### src/rtl/apg_pkg.sv
`timescale 1ns / 1ps
// Shared types and constants for the arc point generator.
// Used by the phase divider, the CORDIC rotator and the top level; no dependencies.
package apg_pkg;

    localparam int unsigned FULL_ARC  = 92160;
    localparam int unsigned MIN_SEG   = 3;
    localparam int unsigned Q_BITS    = 33;
    localparam int unsigned PROD_W    = 27;
    localparam int unsigned PHASE_W   = 32;
    localparam int unsigned OUT_W     = 22;
    localparam logic [31:0] GAIN_Q32  = 32'd2608131496;

    localparam logic [1:0] CFG_RADIUS = 2'd0;
    localparam logic [1:0] CFG_SEG    = 2'd1;
    localparam logic [1:0] CFG_ARC    = 2'd2;

    // Flags that ride alongside each item through the pipeline.
    typedef struct packed {
        logic point_valid;
        logic last_point;
        logic curve_closed;
    } t_side;

    // Arctangent of 2^-i in units of 2^-32 turn.
    function automatic logic [29:0] atan_turn(input logic [4:0] idx);
        logic [29:0] v;
        case (idx)
            5'd0:  v = 30'd536870912;
            5'd1:  v = 30'd316933406;
            5'd2:  v = 30'd167458907;
            5'd3:  v = 30'd85004756;
            5'd4:  v = 30'd42667331;
            5'd5:  v = 30'd21354465;
            5'd6:  v = 30'd10679838;
            5'd7:  v = 30'd5340245;
            5'd8:  v = 30'd2670163;
            5'd9:  v = 30'd1335087;
            5'd10: v = 30'd667544;
            5'd11: v = 30'd333772;
            5'd12: v = 30'd166886;
            5'd13: v = 30'd83443;
            5'd14: v = 30'd41722;
            5'd15: v = 30'd20861;
            5'd16: v = 30'd10430;
            5'd17: v = 30'd5215;
            5'd18: v = 30'd2608;
            5'd19: v = 30'd1304;
            5'd20: v = 30'd652;
            5'd21: v = 30'd326;
            5'd22: v = 30'd163;
            5'd23: v = 30'd81;
            5'd24: v = 30'd41;
            5'd25: v = 30'd20;
            5'd26: v = 30'd10;
            5'd27: v = 30'd5;
            5'd28: v = 30'd3;
            5'd29: v = 30'd1;
            5'd30: v = 30'd1;
            default: v = 30'd0;
        endcase
        return v;
    endfunction

endpackage

### src/rtl/apg_phase_div.sv
`timescale 1ns / 1ps
// Pipelined restoring divider that turns the scaled arc product into a phase word.
// One quotient bit per stage; depends on apg_pkg.
module apg_phase_div #(
    parameter int DEN_W = 19
) (
    input  logic                        i_clk,
    input  logic                        i_rst_n,
    input  logic                        i_en,
    input  logic                        i_vld,
    input  apg_pkg::t_side              i_side,
    input  logic [DEN_W:0]              i_rem,
    input  logic [apg_pkg::Q_BITS-1:0]  i_nlo,
    input  logic [DEN_W-1:0]            i_den,
    output logic                        o_vld,
    output apg_pkg::t_side              o_side,
    output logic [apg_pkg::PHASE_W-1:0] o_phase
);
    import apg_pkg::*;

    localparam int REM_W = DEN_W + 1;
    localparam int NS    = Q_BITS;

    logic               r_vld  [NS];
    t_side              r_side [NS];
    logic [REM_W-1:0]   r_rem  [NS];
    logic [Q_BITS-1:0]  r_nlo  [NS];
    logic [PHASE_W-1:0] r_q    [NS];
    logic [DEN_W-1:0]   r_den  [NS];

    for (genvar k = 0; k < NS; k++) begin : g_stage
        logic               p_vld;
        t_side              p_side;
        logic [REM_W-1:0]   p_rem;
        logic [Q_BITS-1:0]  p_nlo;
        logic [PHASE_W-1:0] p_q;
        logic [DEN_W-1:0]   p_den;
        logic [REM_W-1:0]   trial;
        logic               ge;
        logic [REM_W-1:0]   n_rem;

        if (k == 0) begin : g_first
            assign p_vld  = i_vld;
            assign p_side = i_side;
            assign p_rem  = i_rem;
            assign p_nlo  = i_nlo;
            assign p_q    = '0;
            assign p_den  = i_den;
        end else begin : g_next
            assign p_vld  = r_vld[k-1];
            assign p_side = r_side[k-1];
            assign p_rem  = r_rem[k-1];
            assign p_nlo  = r_nlo[k-1];
            assign p_q    = r_q[k-1];
            assign p_den  = r_den[k-1];
        end

        assign trial = {p_rem[REM_W-2:0], p_nlo[Q_BITS-1]};
        assign ge    = trial >= {1'b0, p_den};
        assign n_rem = ge ? (trial - {1'b0, p_den}) : trial;

        always_ff @(posedge i_clk) begin
            if (!i_rst_n) begin
                r_vld[k] <= 1'b0;
            end else if (i_en) begin
                r_vld[k] <= p_vld;
            end
        end

        always_ff @(posedge i_clk) begin
            if (i_en) begin
                r_side[k] <= p_side;
                r_rem[k]  <= n_rem;
                r_nlo[k]  <= {p_nlo[Q_BITS-2:0], 1'b0};
                r_q[k]    <= {p_q[PHASE_W-2:0], ge};
                r_den[k]  <= p_den;
            end
        end
    end

    assign o_vld   = r_vld[NS-1];
    assign o_side  = r_side[NS-1];
    assign o_phase = r_q[NS-1];

endmodule

### config.mk
export PLATFORM = sky130hd
export DESIGN_NAME = apg_phase_div
export DESIGN_NICKNAME = d
export VERILOG_FILES = /design/src/rtl/apg_pkg.sv /design/src/rtl/apg_phase_div.sv
export SDC_FILE = /design/constraint.sdc
export NUM_CORES = 2
export LEC_CHECK = 0
export BUFFER_PORTS_ARGS = -buffer_cell sky130_fd_sc_hd__buf_4
export CAP_MARGIN = 25
export CORE_ASPECT_RATIO = 0.75
export CORE_MARGIN = 2
export CORE_UTILIZATION = 40
export CTS_CLUSTER_DIAMETER = 40
export DETAILED_ROUTE_END_ITERATION = 8
export GPL_TIMING_DRIVEN = 1
export PLACE_DENSITY = 0.64
export RECOVER_POWER = 100
export SYNTH_ARGS = -nofsm -noshare
export SYNTH_HDL_FRONTEND = slang
export SYNTH_SLANG_ARGS = --single-unit
export TNS_END_PERCENT = 5
### constraint.sdc
create_clock -name i_clk -period 4.1 [get_ports i_clk]
set_input_delay 0.41 -clock i_clk [delete_from_list [all_inputs] [get_ports i_clk]]
set_output_delay 0.41 -clock i_clk [all_outputs]
set_load 0.01 [all_outputs]
# Word-level counts from Yosys, hierarchy flattened
# Memories as Yosys holds them, arrays and structs flattened.
# Cells that the tools add are included.
[word_totals] reg_bits=0 latch_bits=0 ram_bits=3531 rom_bits=0 inputBits=79 memories=6
[memory_table] memory="r_nlo" words=33 width=32 read_ports=32 rd_clocked_by_memory_dff=0 wr=33 line_no="apg_phase_div.sv:27" source="logic [Q_BITS-1:0] r_nlo [NS];"
[memory_table] memory="r_q" words=33 width=32 read_ports=33 rd_clocked_by_memory_dff=0 wr=33 line_no="apg_phase_div.sv:28" source="logic [PHASE_W-1:0] r_q [NS];"
[memory_table] memory="r_rem" words=33 width=20 read_ports=32 rd_clocked_by_memory_dff=0 wr=33 line_no="apg_phase_div.sv:26" source="logic [REM_W-1:0] r_rem [NS];"
[memory_table] memory="r_den" words=33 width=19 read_ports=32 rd_clocked_by_memory_dff=0 wr=33 line_no="apg_phase_div.sv:29" source="logic [DEN_W-1:0] r_den [NS];"
[memory_table] memory="r_side" words=33 width=3 read_ports=33 rd_clocked_by_memory_dff=0 wr=33 line_no="apg_phase_div.sv:25" source="t_side r_side [NS];"
[memory_table] memory="r_vld" words=33 width=1 read_ports=33 rd_clocked_by_memory_dff=0 wr=33 line_no="apg_phase_div.sv:24" source="logic r_vld [NS];"
[classes] n_addsub=33 n_mul=0 div=0 order_cmp=33 n_eq_ne=0 shift=0 mux=71 n_bitwise=33 n_reduce_logical=0
[op_table] operator="20-bit by 19-bit >= comparator with 1-bit output" count=33
[op_table] operator="20-bit two-way mux" count=33
[op_table] operator="20-bit by 19-bit subtractor with 20-bit output" count=33
[op_table] operator="1-bit two-way mux" count=38
[op_table] operator="1-bit OR" count=33

# Longest topological paths before layout
[depth] word_depth=4 depth_mapped=13 depth_no_buf=11

# Worst setup path before layout
# Ideal clock, no wire load.
[synth_timing] kind="register -> register" start="mem r_rem[0][101] (netlist bit)" end="mem r_rem[0][132] (netlist bit) (data pin)" arrival_time_ns=2.796 t_required_ns=3.840 path_slack_ns=1.044 stages_incl_launch_ff=11 n_path_buf=1 synth_period_minus_slack_ns=3.056 cell_sequence="edfxtp_1 > ha_1 > nor2b_1 > o31a_1 > or4_4 > a31oi_4 > a21oi_1 > a211o_1 > a41oi_2 > buf_6 > mux2_2"
[synth_rtl] item="from (decl)" line_no="apg_phase_div.sv:26"

==> flow_summary.ini <==
[critical_path]
reg2reg_slack_ps = 370
worstSetupStartpoint = r_rem[0][101]
criticalPathCategory = flop to flop
startpoint_of_the_worst_slack_reg_to_reg_timing_path = r_rem[0][101]
critPathCaptureType = flop
critPathMaxFanout = 20
critical_path.startpoint_type = flop
required_ps = 4690
cp_data_arrival_time_ps = 4310

[status]
run_status = complete, but fails checks
failed_checks = capacitance limit, slew limit

[final_layout]
finish.net_count = 9479
drive_above_1_share = 0.1094
syn2layout_area_growth_pct = 15.55
fin_cells = 12731
finalInstanceArea_sq_um = 128600

[sta]
worst_pin_slew_ps = 3704
setup-tns-final_ps = 0
fin_worst_skew_ps = 45.85
fin_crit_sh = 0.9087
max_freq_ghz = 0.2684
post-route-min-period_ps = 3726
final-max-slew-violation-count = 1905
normalized_max_slew_margin = -1.469
finalSetupViolCount = 0
grt_setup_unrepaired = no
timing.final.hold_violations = 0

[floorplanning]
i_o_pin_total = 115
floorplan.rows = 167
start_util = 0.4027
die_w_um = 613.2
die_area_sq_um = 282600
die-height_um = 460.9
design.core.area_sq_um = 276400

[logic_synthesis]
synthDominantAreaCellType = edfxtp_1
yosys_warnings = 0
ys_async_sr_fraction = 0
net_count_of_the_mapped_netlist = 8991
synth_top_area_frac = 0.6482
mappedNetlistArea_sq_um = 111300
seq_area_frac_synth = 0.6484
avgSynthCellArea_sq_um = 13.49
ys_flop_type = edfxtp_1
yosysUniqueCellTypes = 97
synth_edf_count = 2403
synth-seq-cells = 2404
syn_inst = 8253
synth_top_cells_by_area = edfxtp_1, ha_1, inv_1

[route]
drt_first_pass_iters = 6
total_wirelength_of_the_detailed_routed_design_um = 224300
ant_nets = 0
drcViolationCount = 0
initial_drt_markers = 6099
wl_per_cell_um = 17.62
via_count = 66149
via_density_per_instance = 5.196
met3_length_um = 12800
met2_wirelength_um = 95710
highest-signal-layer = met5
met1_length_um = 110200

[job]
max-cap-violations = 27

[global_route]
number_of_antenna_violations_at_the_first_check_in_global_routing = 6
global_route.usage.total = 0.1557
grt_remaining_overflow = 0
grt_pass1_vias = 63838
grt_first_pass_wirelength_um = 354200
largest_net_degree_at_the_start_of_global_routing = 145

[clock_tree]
cts_htree_levels = 5
cts_root_buf = clkbuf_16
cts.clk_slew.worst_paths_ps = 60
cts_buffers = 337
clock_latency_ps = 850
cts_tree = yes
tritoncts_num_sinks = 2404
cts.path.max_buffers = 4

[pwr]
power.density_nw_per_um2 = 784.6
cellLeakagePower_nw = 49.62
max-vdd-ir-drop_uv = 376.4

[place]
finalWeightedCongestion = 0.8998
io_buffers = 113
dp.cells = 12045
dp.final_hpwl_um = 155400
placed_cell_area_sq_um = 117400

[min_path]
min_path_type = input port to flop
min-delay-start = i_en
synth_stat cells, drive strengths merged, types with 60 or more instances:
cell type and instances:
clkbuf 107, o21a 115, xnor2 265, o21ai 482, nor2b 123, mux2 289
nand2 464, and3 87, a211oi 66, inv 819, nand2b 66, xor2 172
nand4 60, edfxtp 2403, nor3 79, a21oi 531, nand3 112, a31oi 89
ha 627, nor2 437, a21o 175
routing by layer:
metal | GRT usage | up-vias
met4 | 0.04309 | 2
li1 | - | 31943
met5 | 0 | -
met3 | 0.02714 | 384
met2 | 0.2291 | 1662
met1 | 0.2352 | 32158
layout make-up:
cell class	count	area [sq um]
clock inverter	235	2559
inverter	819	3074
fill	24259	147800
clock buffer	375	8746
multi-input combinational	4886	35490
sequential	2404	72180
tap	3718	4652
antenna	1	2.502
timing repair buffer	293	1931
power breakdown:
group          total (mW)  switching (mW)  internal, mW
sequential           36.8            2.73          34.1
clock                28.9            11.1          17.8
combinational        35.2            19.9          15.3
total                 101            33.7          67.2
worst max-delay path, stage by stage (launching register included):
cell      delay, ps
edfxtp_1        400
ha_1            380
nor2b_1         170
o31a_1          280
or4_4           440
a31oi_4         260
a21oi_1         130
a211o_1         280
a41oi_1         220
clkbuf_2        500
mux2_2          410
worst paths after layout:
check | end | cells after the start
setup / recovery | r_rem[0][132] | 10
hold / removal | r_nlo[0][20] | 1
setup reg to reg | r_rem[0][132] | 10
hold reg to reg | r_nlo[0][245] | 0
cell usage in the layout (no fill, tap or decap), drive strengths merged, types with 32 or more instances in the layout:
master       netlist  routed
a31o              32      32
buf               37      42
o21a             115     115
and3              87      87
nor2b            123     123
ha               627     627
nand4             60      60
nor2             437     437
bufinv             0      35
o31ai             52      52
xnor2            265     265
inv              819     879
mux2             289     289
nand2            464     464
dlygate4sd3        0      75
xor2             172     172
nand3            112     112
clkinv             0     117
clkbuf           107     551
nor3              79      79
a21o             175     175
a211oi            66      66
a31oi             89      89
fa                32      32
o31a              32      32
o21bai            40      40
nand2b            66      66
o21ai            482     482
a21oi            531     531
edfxtp          2403    2403
o211ai            32      32
cell families after synthesis:
family          Yosys count  synth area share
compound gates         1907            0.1090
xor+xnor                437           0.03438
fa+ha+maj               659           0.07623
buf+inv                 963           0.03307
flops                  2404            0.6484
mux                     318           0.03215
simple gates           1565           0.06675
state kept, by name (all words and copies together) (netlist names):
register  cells
r_den       608
r_nlo       528
r_q         528
r_rem       608
r_side       99
r_vld        33
repair_timing:
| action | in CTS | in global routing |
|---|---|---|
| hold buffers | 75 | 0 |
| setup buffers | 0 | 0 |
| endpoints found under the hold margin | 75 | 0 |
| endpoints found under the setup margin | 0 | 0 |
| resized for setup | 0 | 0 |
metrics by stage:
step | utilization | total power [mW] | hold WS (ps) | setup slack, ps
5_1_grt | 0.4653 | 107.4 | 49.72 | 165.9
3_3_place_gp | 0.4248 | 71.61 | 400.4 | 678.4
6_report | 0.4653 | 100.9 | 80.47 | 374.3
4_1_cts | 0.4684 | 102.1 | 81.21 | 575.0
3_5_place_dp | 0.4248 | 72.31 | 404.5 | 614.0
2_1_floorplan | - | 62.67 | 400.3 | 1044
Power figures use the tool's default switching activity.
